## src/design/histeq_pkg.sv

```systemverilog
// Shared types, codes and constants of the histogram equalizer.
package histeq_pkg;

   // Fixed field widths of the request and response channels.
   localparam int PIXEL_W  = 12;
   localparam int MAPPED_W = 12;

   // Defaults for the top-level parameters.
   localparam int DEF_LEVELS     = 4096;
   localparam int DEF_MAX_PIXELS = 1048576;

   // Request type codes.
   localparam logic REQ_ACCUM = 1'b0;
   localparam logic REQ_MAP   = 1'b1;

   // Commands from the controller to the datapath.
   typedef struct packed {
      logic acc_fire;   // accumulate transaction accepted
      logic map_fire;   // map transaction accepted
      logic clr_wr;     // write zero to the histogram at the level index
      logic cum_add;    // add the histogram entry to the running sum
      logic mul_load;   // form the scaled numerator and load the divider
      logic div_step;   // one quotient bit of the divider
      logic map_wr;     // write the quotient into the level map
      logic finish;     // end of the build: clear the pass counters
   } histeq_cmd_type;

   // Status from the datapath to the controller.
   typedef struct packed {
      logic slot_free;  // the map read stage can take a new transaction
   } histeq_sts_type;

endpackage

```

## src/design/histeq_ctrl.sv

```systemverilog
// Controller state machine of the histogram equalizer.
module histeq_ctrl #(
   parameter int LEVELS = histeq_pkg::DEF_LEVELS,
   parameter int LVL_W  = $clog2(LEVELS)
) (
   input  logic                       clock,
   input  logic                       reset,
   input  logic                       req_valid,
   output logic                       req_ready,
   input  logic                       req_type,
   input  logic                       req_last,
   input  histeq_pkg::histeq_sts_type sts,
   output histeq_pkg::histeq_cmd_type cmd,
   output logic [LVL_W-1:0]           idx
);
   import histeq_pkg::*;

   localparam int STP_W = $clog2(LVL_W + 1);
   localparam logic [LVL_W-1:0] IDX_TOP = LVL_W'(LEVELS - 1);
   localparam logic [STP_W-1:0] STP_TOP = STP_W'(LVL_W - 1);

   typedef enum logic [2:0] {
      ST_CLEAR,
      ST_RUN,
      ST_DRAIN,
      ST_B_RD,
      ST_B_ACC,
      ST_B_MUL,
      ST_B_DIV,
      ST_B_WR
   } state_type;

   state_type        state_ff, state_in;
   logic [LVL_W-1:0] idx_ff, idx_in;
   logic [STP_W-1:0] step_ff, step_in;

   assign idx = idx_ff;

   // Next state, commands and the handshake.
   always_comb begin
      state_in  = state_ff;
      idx_in    = idx_ff;
      step_in   = step_ff;
      cmd       = '0;
      req_ready = 1'b0;
      unique case (state_ff)
         ST_CLEAR: begin
            cmd.clr_wr = 1'b1;
            if (idx_ff == IDX_TOP) begin
               idx_in   = '0;
               state_in = ST_RUN;
            end else begin
               idx_in = LVL_W'(idx_ff + 1'b1);
            end
         end
         ST_RUN: begin
            req_ready = sts.slot_free;
            if (req_valid && sts.slot_free) begin
               if (req_type == REQ_MAP) begin
                  cmd.map_fire = 1'b1;
               end else begin
                  cmd.acc_fire = 1'b1;
                  if (req_last) begin
                     state_in = ST_DRAIN;
                  end
               end
            end
         end
         ST_DRAIN: begin
            // The increment of the final pixel lands in this cycle.
            idx_in   = '0;
            state_in = ST_B_RD;
         end
         ST_B_RD: begin
            cmd.clr_wr = 1'b1;
            state_in   = ST_B_ACC;
         end
         ST_B_ACC: begin
            cmd.cum_add = 1'b1;
            state_in    = ST_B_MUL;
         end
         ST_B_MUL: begin
            cmd.mul_load = 1'b1;
            step_in      = STP_TOP;
            state_in     = ST_B_DIV;
         end
         ST_B_DIV: begin
            cmd.div_step = 1'b1;
            if (step_ff == '0) begin
               state_in = ST_B_WR;
            end else begin
               step_in = STP_W'(step_ff - 1'b1);
            end
         end
         ST_B_WR: begin
            cmd.map_wr = 1'b1;
            if (idx_ff == IDX_TOP) begin
               cmd.finish = 1'b1;
               idx_in     = '0;
               state_in   = ST_RUN;
            end else begin
               idx_in   = LVL_W'(idx_ff + 1'b1);
               state_in = ST_B_RD;
            end
         end
         default: begin
            state_in = ST_CLEAR;
         end
      endcase
   end

   // State and sequencing counters.
   always_ff @(posedge clock) begin
      if (reset) begin
         state_ff <= ST_CLEAR;
         idx_ff   <= '0;
         step_ff  <= '0;
      end else begin
         state_ff <= state_in;
         idx_ff   <= idx_in;
         step_ff  <= step_in;
      end
   end

`ifndef SYNTHESIS
   // The final pixel of a pass closes the request channel for the build.
   a_last_closes: assert property (@(posedge clock) disable iff (reset)
      (cmd.acc_fire && req_last) |=> !req_ready)
      else $error("request channel open after the final pixel");

   // Every build starts its walk at level zero.
   a_walk_start: assert property (@(posedge clock) disable iff (reset)
      (state_ff == ST_DRAIN) |=> (state_ff == ST_B_RD && idx_ff == '0))
      else $error("build walk does not start at level zero");

   // A map write is followed by the next level or the end of the build.
   a_after_write: assert property (@(posedge clock) disable iff (reset)
      cmd.map_wr |=> (state_ff == ST_RUN || state_ff == ST_B_RD))
      else $error("unexpected state after a map write");
`endif

endmodule

```

## config.mk

```make
export PLATFORM = sky130hd
export DESIGN_NAME = histeq_ctrl
export DESIGN_NICKNAME = d
export VERILOG_FILES = /design/src/design/histeq_pkg.sv /design/src/design/histeq_ctrl.sv
export SDC_FILE = /design/constraint.sdc
export NUM_CORES = 1
export LEC_CHECK = 0
export ABC_AREA = 1
export BUFFER_PORTS_ARGS = -buffer_cell sky130_fd_sc_hd__buf_4
export CAP_MARGIN = 20
export CORE_MARGIN = 4
export CORE_UTILIZATION = 28
export CTS_CLUSTER_DIAMETER = 30
export DETAILED_ROUTE_END_ITERATION = 6
export GPL_ROUTABILITY_DRIVEN = 0
export SYNTH_ARGS = -nofsm -noshare
export SYNTH_HDL_FRONTEND = slang
export SYNTH_SLANG_ARGS = --single-unit
```

## constraint.sdc

```tcl
create_clock -name clock -period 4 [get_ports clock]
set_input_delay 0.2 -clock clock [delete_from_list [all_inputs] [get_ports clock]]
set_output_delay 0.2 -clock clock [all_outputs]
set_load 0.02 [all_outputs]
```

==> impl_metrics.toml, run 1 <==
[yosys]
syn_inst = 174
synth.area.top_cells = "sky130_fd_sc_hd__dfxtp_1 33%, sky130_fd_sc_hd__nand2_1 14%, sky130_fd_sc_hd__nor2_1 7.2%"
yosys_warnings = 0
yosysSeqAreaShare = 0.333
synth.largest_area_cell = "sky130_fd_sc_hd__dfxtp_1"
syn-num-nets = 182
yosys.cell_count.top_type = "sky130_fd_sc_hd__nand2_1"
synth_largest_type_area_fraction = 0.333
async_reset_ff_frac = 0
synthDistinctLibCells = 24
synth_edf_count = 0
netlist_area_um2 = 1140
ys.flop_type = "sky130_fd_sc_hd__dfxtp_1"
ys_top_cells_by_count = "42 x sky130_fd_sc_hd__nand2_1, 22 x sky130_fd_sc_hd__nor2_1, 19 x sky130_fd_sc_hd__dfxtp_1, 18 x sky130_fd_sc_hd__inv_1, 14 x sky130_fd_sc_hd__a21oi_1"
synth.ff_latch_count = 19
postSynthAreaPerCell_um2 = 6.56

[hold_path]
worst_hold_path_type = "in -> reg"

[grt]
grt_antenna_before_repair = 0
grt_overflow = 0
maximum_number_of_pins_on_one_net_before_global_route_repair = 14
first_global_vias = 1064
grt_first_pass_wirelength_um = 4750
combined_global_route_utilization_of_all_metal_layers = 0.113

[detailed_routing]
vias_per_cell = 4.58
detailed_router_s_first_iteration_violation_count = 86
drc = 0
detail-route-antenna-nets = 0
wl_per_cell_um = 10.7
postRouteWirelength_um = 2650
vias_post_dr = 1141
drt_pass1_iterations = 4

[clocking]
post_cts.repair.setup_buffers = 0
cts_buffers = 3
clk_latency_ps = 260
clock-sinks = 19
postCtsHoldBufs = 0
clk_root_buf = "sky130_fd_sc_hd__clkbuf_8"
tritoncts = "done"
clock_transition_time_at_the_flip_flop_clock_pins_of_the_worst_setup_and_hold_paths_ps = 70
htree_levels = 1
ctsLongestPathBuffers = 2
post_cts_resized = 0

[place]
port_buffers = 26
hpwl_um = 2090
preCtsSetupSlack_ps = 2400

[timing]
post_route_clock_skew_ps = 3.06
hold_slack_ps = 216
post-route-worst-setup-slack_ps = 2270
final-setup-viol-count = 0
finalCritPeriodShare = 0.432
unrepaired_setup_endpoints_after_global_routing = "no"
slew-limit-headroom = 0.619
slew_violations = 0
achievable-frequency_mhz = 579
timing_worst_slew_pin_value_ps = 571
finalHoldViolations = 0
final.setup.tns_ps = 0
final_period_minus_worst_setup_slack_ps = 1730

[final_layout]
final_core_utilization = 0.375
drive_gt1_frac = 0.249
nNetsFinal = 210
number_of_filler_instances_in_the_final_layout = 418
area.growth.synth_to_final_pct = 24.7
antennaDiodeCount = 0

[floorplanning]
chipWidth_um = 71.8
design.die.area_um2 = 5160
die_h_um = 71.8
fp.coreArea_um2 = 3800
initial_core_utilization = 0.300
top_level_ports = 27
site_row_count = 22

[run]
cap_violations = 0

[worst_setup_path]
worst-path-max-fanout = 5
cp-start-kind = "flip-flop"
worst-setup-path-type = "reg -> out"
cp.arrival_ps = 1530
worst_setup_path_end_kind = "output pin"
critical_path_required_ps = 3800
register_to_register_path_setup_slack_ps = 2410

[pwr]
cellPowerDensity_nw_per_um2 = 338
p_leak_nw = 0.587
peakVddDrop_v = 0.000124

[run_status]
outcome = "finished, final reports clean"
[per-layer routing]
metal  wire, um  GRT usage  up-vias
met5          0          0        -
met4         29     0.0313        0
met3        149     0.0224        2
met2       1140      0.174       28
met1       1330      0.158      493
li1           -          -      618
[report_power, final]
group,total [mW],switching (mW),internal (mW)
combinational,0.126,0.0773,0.0491
clock,0.136,0.0652,0.0709
sequential,0.218,0.0165,0.201
[cell type report]
| type | count | area (um^2) | area share |
|---|---|---|---|
| flip-flops and latches | 19 | 380 | 0.267 |
| well taps | 48 | 60.1 | 0.0422 |
| clock buffers | 4 | 45.0 | 0.0317 |
| repair buffers | 26 | 195 | 0.137 |
| multi-input cells | 131 | 663 | 0.466 |
| inverters | 21 | 78.8 | 0.0554 |
[metrics by stage]
step / area (um^2) / cells / total power, mW
after floorplan: 1140 / 174 / 0.308
after CTS: 1420 / 249 / 0.487
after detailed placement: 1380 / 245 / 0.350
after global placement: 1380 / 245 / 0.350
after global routing: 1420 / 249 / 0.505
final: 1420 / 249 / 0.480
[registers in the layout, summed over array words and instances (netlist names)]
signal	count
state_ff	3
step_ff	4
idx	12
[worst max-delay path, cell delays in order, from the launching register on]
cell and delay, ps:
sky130_fd_sc_hd__dfxtp_1 400, sky130_fd_sc_hd__ha_1 190, sky130_fd_sc_hd__nand2_1 120, sky130_fd_sc_hd__nor2_2 180, sky130_fd_sc_hd__nand3_2 130, sky130_fd_sc_hd__nor2_1 110, sky130_fd_sc_hd__buf_4 150
[cell usage in the layout, fill, tap and decap left out]
cell type and n:
sky130_fd_sc_hd__nor2_4 2, sky130_fd_sc_hd__buf_4 26, sky130_fd_sc_hd__nor3_1 6, sky130_fd_sc_hd__clkbuf_1 1
sky130_fd_sc_hd__nor2_1 22, sky130_fd_sc_hd__nand3b_1 3, sky130_fd_sc_hd__a31oi_1 4, sky130_fd_sc_hd__xor2_1 3
sky130_fd_sc_hd__o21ai_1 3, sky130_fd_sc_hd__o21ai_0 2, sky130_fd_sc_hd__or2_4 1, sky130_fd_sc_hd__inv_1 18
sky130_fd_sc_hd__a21oi_1 14, sky130_fd_sc_hd__nor2_2 3, sky130_fd_sc_hd__nand2_2 6, sky130_fd_sc_hd__o21ai_2 3
sky130_fd_sc_hd__nand3_1 10, sky130_fd_sc_hd__clkbuf_8 3, sky130_fd_sc_hd__nand2_1 42, sky130_fd_sc_hd__or2_2 2
sky130_fd_sc_hd__ha_1 2, sky130_fd_sc_hd__dfxtp_1 19, sky130_fd_sc_hd__nand3_2 1, sky130_fd_sc_hd__nand4_1 2
sky130_fd_sc_hd__inv_2 3
[final timing paths]
check	startpoint	to	cells past startpoint
min	reset	idx[10]	2
min reg2reg	step_ff[3]	step_ff[3]	2
max reg2reg	state_ff[2]	idx[11]	6
max	idx[1]	cmd[0]	6
[cell families after synthesis]
| group | Yosys count | synth area share |
|---|---|---|
| DFF | 19 | 0.333 |
| and+or+nand+nor | 100 | 0.408 |
| xor gates and xnor gates | 3 | 0.0230 |
| AOI/OAI and AO/OA | 26 | 0.128 |
| adders and majority gates | 2 | 0.0219 |
| buffers and inverters | 24 | 0.0855 |
(Power assumes the default switching activity.)
==> run 2, diff against run 1 <==
==> constraint.sdc (replaced) <==
create_clock -name clock -period 1.7 [get_ports clock]
set_input_delay 0.085 -clock clock [delete_from_list [all_inputs] [get_ports clock]]
set_output_delay 0.085 -clock clock [all_outputs]
set_load 0.02 [all_outputs]
==> run 2 against run 1 <==
  * Sequential share of layout area is 0.49 points lower
  * Via count is 2.7% higher
  * Register-to-register slack worse by 2200 ps
  * Clock power is 140% higher
  * Global-route usage is 0.18 points lower
  * Critical path type unchanged
  * Cell count is 1.6% higher
  * Wire length is 3.1% higher
  * Sequential cell count stayed put
  * Design area is 2.2% higher
==> impl_metrics.toml, run 2 (synthesized netlist as in run 1, its figures left out) <==
[worst_setup_path]
critical_path_required_ps = 1620
cp-start-kind = "flip-flop"
worst-setup-path-type = "reg -> out"
worst-path-max-fanout = 5
worst_setup_path_end_kind = "output pin"
cp.arrival_ps = 1480

[place]
dpl.cell_count = 249
port_buffers = 26
hpwl_um = 2170

[grt]
grt_antenna_before_repair = 0
combined_global_route_utilization_of_all_metal_layers = 0.111
grt_first_pass_wirelength_um = 4660
grt_overflow = 0
maximum_number_of_pins_on_one_net_before_global_route_repair = 14
first_global_vias = 1058

[floorplanning]
chipWidth_um = 71.8
site_row_count = 22
fp.coreArea_um2 = 3800
die_h_um = 71.8
initial_core_utilization = 0.300
top_level_ports = 27
design.die.area_um2 = 5160

[final_layout]
largest_reg_flops = 12
area.growth.synth_to_final_pct = 27.4
layout.cells.most_common_list = "42 x sky130_fd_sc_hd__nand2_1, 30 x sky130_fd_sc_hd__buf_4, 22 x sky130_fd_sc_hd__nor2_1, 18 x sky130_fd_sc_hd__inv_1, 18 x sky130_fd_sc_hd__dfxtp_1"
most_common_library_cell_in_the_layout_ignoring_fill_and_taps = "sky130_fd_sc_hd__nand2_1"
drive_gt1_frac = 0.268
finish.cell_count_without_fillers = 253
nNetsFinal = 214
antennaDiodeCount = 0
final_core_utilization = 0.383

[clocking]
cts_buffers = 3
post_cts.repair.setup_buffers = 0
htree_levels = 1
tritoncts = "done"
clk_root_buf = "sky130_fd_sc_hd__clkbuf_8"
clk_latency_ps = 260
clock_transition_time_at_the_flip_flop_clock_pins_of_the_worst_setup_and_hold_paths_ps = 70
ctsLongestPathBuffers = 2
clock-sinks = 19

[run_status]
outcome = "finished, final reports clean"

[detailed_routing]
detailed_router_s_first_iteration_violation_count = 80
wl_per_cell_um = 10.8
vias_per_cell = 4.63
drc = 0
postRouteWirelength_um = 2740
drt_pass1_iterations = 4
detail-route-antenna-nets = 0
vias_post_dr = 1172

[timing]
post_route_clock_skew_ps = 0.671
final-setup-viol-count = 0
final.setup.tns_ps = 0
finalCritPeriodShare = 0.919
finalHoldViolations = 0
unrepaired_setup_endpoints_after_global_routing = "no"
timing_worst_slew_pin_value_ps = 309
final_period_minus_worst_setup_slack_ps = 1560
slew-limit-headroom = 0.793
hold_slack_ps = 97.0
achievable-frequency_mhz = 640
slew_violations = 0

[run]
cap_violations = 0

[hold_path]
worst_hold_path_type = "in -> reg"

[pwr]
p_leak_nw = 0.609
cellPowerDensity_nw_per_um2 = 797
finalPower_mw = 1.16
peakVddDrop_v = 0.000273
-- run 2: changes by cell type in the layout (fill, tap and decap cells not counted), sizes merged --
cell / previous run / this run
buf: 26 / 30
-- run 2: path summary, 6_finish.rpt --
path | startpoint | to | slack [ps] | cells after the start
max | idx[1] | cmd[0] | 140 | 6
min | reset | idx[2] | 100 | 2
max reg2reg | idx[1] | idx[3] | 230 | 8
min reg2reg | step_ff[3] | step_ff[3] | 500 | 2
-- run 2: critical path, cell delays in order (launching register included) --
cell	delay [ps]
sky130_fd_sc_hd__dfxtp_2	360
sky130_fd_sc_hd__ha_1	170
sky130_fd_sc_hd__nand2_1	100
sky130_fd_sc_hd__nor2_2	170
sky130_fd_sc_hd__nand3_2	140
sky130_fd_sc_hd__nor2_1	130
sky130_fd_sc_hd__buf_4	150
-- run 2: layout make-up --
class / count / area [um^2]
fill: 419 / 2340
multi-input combinational: 131 / 663
sequential: 19 / 382
timing repair buffer: 30 / 225
inverter: 21 / 78.8
tap: 48 / 60.1
clock buffer: 4 / 45.0
-- run 2: stage by stage --
| stage | worst slack (ps) | cell area, um^2 |
|---|---|---|
| after CTS | 60.6 | 1450 |
| after global placement | 253 | 1410 |
| after detailed placement | 186 | 1410 |
| final | 138 | 1450 |
| after floorplan | 202 | 1140 |
| after global routing | 5.19 | 1450 |
-- run 2: repair_timing --
item / in CTS / in global routing
setup endpoints to repair: 0 / 1
hold buffers: 0 / 0
resized for setup: 0 / 1
endpoints found under the hold margin: 0 / 0
-- run 2: where the power goes --
part / switching [mW] / total (mW) / internal [mW]
Sequential: 0.0346 / 0.510 / 0.476
Combinational: 0.188 / 0.322 / 0.133
Clock: 0.160 / 0.326 / 0.167
-- run 2: per-layer routing --
| metal | wire length (um) | vias to the layer above | GRT usage |
|---|---|---|---|
| met5 | 0 | - | 0 |
| met4 | 61 | 0 | 0.0501 |
| met3 | 115 | 5 | 0.0210 |
| met2 | 1160 | 15 | 0.168 |
| met1 | 1400 | 528 | 0.151 |
| li1 | - | 624 | - |
==> run 3, diff against run 2 <==
--- a/config.mk
+++ b/config.mk
@@ -5,7 +5,6 @@
 export SDC_FILE = /design/constraint.sdc
 export NUM_CORES = 1
 export LEC_CHECK = 0
-export ABC_AREA = 1
 export BUFFER_PORTS_ARGS = -buffer_cell sky130_fd_sc_hd__buf_4
 export CAP_MARGIN = 20
 export CORE_MARGIN = 4
@@ -13,6 +12,8 @@
 export CTS_CLUSTER_DIAMETER = 30
 export DETAILED_ROUTE_END_ITERATION = 6
 export GPL_ROUTABILITY_DRIVEN = 0
+export REMOVE_ABC_BUFFERS = 1
 export SYNTH_ARGS = -nofsm -noshare
 export SYNTH_HDL_FRONTEND = slang
 export SYNTH_SLANG_ARGS = --single-unit
+export TNS_END_PERCENT = 100
==> run 3 against run 2 <==
  * Power shrank 9.3%
  * Via count grew 2.3%
  * Wire length grew 7.7%
  * Worst setup slack lost 78 ps
  * Sequential cell count is the same
  * Sequential power shrank 4%
  * Hold slack lost 8.1 ps
  * Fmax shrank 4.8%
  * Cell count shrank 9.9%
  * First-iteration DRC count shrank 2.5%
  * Sequential share of layout area shrank 1.3 points
  * Critical path type unchanged
  * Critical endpoint unchanged
  * Highest routed layer unchanged
==> impl_metrics.toml, run 3 <==
[yosys]
ys.flop_type = "sky130_fd_sc_hd__dfxtp_1"
async_reset_ff_frac = 0
synth.largest_area_cell = "sky130_fd_sc_hd__dfxtp_1"
postSynthAreaPerCell_um2 = 8.03
ys_top_cells_by_count = "19 x sky130_fd_sc_hd__dfxtp_1, 13 x sky130_fd_sc_hd__a31oi_1, 11 x sky130_fd_sc_hd__nor2_1, 10 x sky130_fd_sc_hd__nand2_1"
synthDistinctLibCells = 42
synth_largest_type_area_fraction = 0.336
yosys_warnings = 0
synth.ff_latch_count = 19
netlist_area_um2 = 1130
synth_edf_count = 0
synth.area.top_cells = "sky130_fd_sc_hd__dfxtp_1 34%, sky130_fd_sc_hd__a31oi_1 7.2%, sky130_fd_sc_hd__nand3_1 4.0%"
yosysSeqAreaShare = 0.336
syn_inst = 141
yosys.cell_count.top_type = "sky130_fd_sc_hd__dfxtp_1"

[floorplanning]
chipWidth_um = 71.6
fp.coreArea_um2 = 3770
top_level_ports = 27
initial_core_utilization = 0.300
design.die.area_um2 = 5130
die_h_um = 71.6
site_row_count = 22

[detailed_routing]
postRouteWirelength_um = 2950
vias_post_dr = 1199
drc = 0
vias_per_cell = 5.26
detailed_router_s_first_iteration_violation_count = 78
detail-route-antenna-nets = 0
wl_per_cell_um = 12.9
drt_pass1_iterations = 4

[worst_setup_path]
critical_path_required_ps = 1620
cp_cell_sequence = "nand4_1 -> or4_4 -> nor2_4 -> buf_6"
highest_delay_cell_along_the_critical_path = "sky130_fd_sc_hd__or4_4"
cp.arrival_ps = 1550
crit_buf_inv = 1
worst-path-max-fanout = 4
cpPeakStageDelay_ps = 550
worst-setup-path-type = "reg -> out"
cp-start-kind = "flip-flop"
worst_setup_path_end_kind = "output pin"
gate_family_responsible_for_the_most_delay_along_the_worst_path = "simple AND/OR/NAND/NOR gates"

[grt]
first_global_vias = 1243
combined_global_route_utilization_of_all_metal_layers = 0.122
grt_overflow = 0
grt_first_pass_wirelength_um = 5220
maximum_number_of_pins_on_one_net_before_global_route_repair = 18
grt_antenna_before_repair = 0

[final_layout]
area.growth.synth_to_final_pct = 36.4
nNetsFinal = 189
largest_reg_flops = 12
number_of_filler_instances_in_the_final_layout = 381
drive_gt1_frac = 0.356
final_core_utilization = 0.409
antennaDiodeCount = 0
layout.cells.most_common_list = "41 x sky130_fd_sc_hd__buf_4, 15 x sky130_fd_sc_hd__dfxtp_1, 13 x sky130_fd_sc_hd__a31oi_1, 10 x sky130_fd_sc_hd__nor2_1"
design_area_um2 = 1540
most_common_library_cell_in_the_layout_ignoring_fill_and_taps = "sky130_fd_sc_hd__buf_4"

[clocking]
clk_latency_ps = 260
postCtsHoldBufs = 0
clk_root_buf = "sky130_fd_sc_hd__clkbuf_8"
clock-sinks = 19
clock_transition_time_at_the_flip_flop_clock_pins_of_the_worst_setup_and_hold_paths_ps = 80
htree_levels = 1
tritoncts = "done"
ctsLongestPathBuffers = 2
cts_buffers = 3

[timing]
hold_slack_ps = 88.9
unrepaired_setup_endpoints_after_global_routing = "no"
final-setup-viol-count = 0
post_route_clock_skew_ps = 9.35
finalHoldViolations = 0
timing_worst_slew_pin_value_ps = 424
achievable-frequency_mhz = 610
final_period_minus_worst_setup_slack_ps = 1640
final.setup.tns_ps = 0
finalCritPeriodShare = 0.965
slew_violations = 0
slew-limit-headroom = 0.717

[pwr]
net-switching-power_mw = 0.311
power_frac_clock = 0.311
cellPowerDensity_nw_per_um2 = 680
pwr-share-seq = 0.468
switching_share = 0.297
p_leak_nw = 0.620
power.share.combinational = 0.221
peakVddDrop_v = 0.000438
internal_power_mw = 0.739

[hold_path]
worst_hold_path_type = "in -> reg"

[run]
cap_violations = 0

[place]
hpwl_um = 2150
port_buffers = 26
dpl_cell_area_um2 = 1450

[run_status]
outcome = "finished, final reports clean"
[run 3: cell count changes in the layout (fill, tap and decap cells not counted), moves of 4 or more]
| cell | previous run | this run |
|---|---|---|
| sky130_fd_sc_hd__buf_4 | 30 | 41 |
| sky130_fd_sc_hd__nand2_1 | 42 | 9 |
| sky130_fd_sc_hd__a21oi_1 | 14 | 4 |
| sky130_fd_sc_hd__nand2_2 | 6 | 2 |
| sky130_fd_sc_hd__inv_1 | 18 | 9 |
| sky130_fd_sc_hd__nor2_1 | 22 | 10 |
| sky130_fd_sc_hd__a31oi_1 | 4 | 13 |
[run 3: cell families (layout without fill, tap and decap cells)]
group,after synthesis,after routing,share of synthesized area
buffers and inverters,17,56,0.0851
XOR/XNOR,5,5,0.0387
AO/OA/AOI/OAI,32,32,0.190
flip-flops,19,19,0.336
adder cells (fa/ha/maj),2,2,0.0221
AND/OR/NAND/NOR,66,66,0.328
[run 3: layout make-up]
class | instances | area, um^2 | area share
Clock buffer | 3 | 41.3 | 0.0267
Clock inverter | 1 | 5.00 | 0.00324
Inverter | 9 | 33.8 | 0.0219
Multi-Input combinational cell | 105 | 688 | 0.446
Sequential cell | 19 | 385 | 0.250
Tap cell | 48 | 60.1 | 0.0389
Timing Repair Buffer | 43 | 330 | 0.214
[run 3: power by group through the flow]
stage,clock (mW),combinational [mW],sequential (mW)
floorplan,0,0.0488,0.556
global placement,0,0.219,0.498
detailed placement,0,0.223,0.499
CTS,0.340,0.225,0.489
global route,0.364,0.253,0.494
finish,0.327,0.232,0.491
[run 3: worst paths after layout]
| path | cells past startpoint | start | endpoint | slack (ps) |
|---|---|---|---|---|
| max | 4 | idx[9] | cmd[0] | 60 |
| min | 2 | reset | idx[0] | 90 |
| max reg2reg | 5 | idx[9] | idx[1] | 90 |
| min reg2reg | 1 | idx[9] | idx[9] | 480 |
[run 3: routing by layer]
metal | track usage | up-vias | wire [um]
li1 | - | 597 | -
met1 | 0.153 | 546 | 1310
met2 | 0.203 | 54 | 1360
met3 | 0.0393 | 2 | 253
met4 | 0.0313 | 0 | 19
met5 | 0 | - | 0
[run 3: repair_timing]
action / in CTS / in global routing
endpoints found under the setup margin: 2 / 12
pin swaps: 1 / 2
setup buffers: 1 / 0
resized for setup: 3 / 10
[run 3: through the flow]
| step | cells | total power [mW] | worst slack, ps |
|---|---|---|---|
| 2_1_floorplan | 133 | 0.605 | -221 |
| 3_3_place_gp | 223 | 0.717 | 65.6 |
| 3_5_place_dp | 223 | 0.722 | 13.1 |
| 4_1_cts | 228 | 1.05 | 10.3 |
| 5_1_grt | 228 | 1.11 | 2.20 |
| 6_report | 228 | 1.05 | 60.2 |
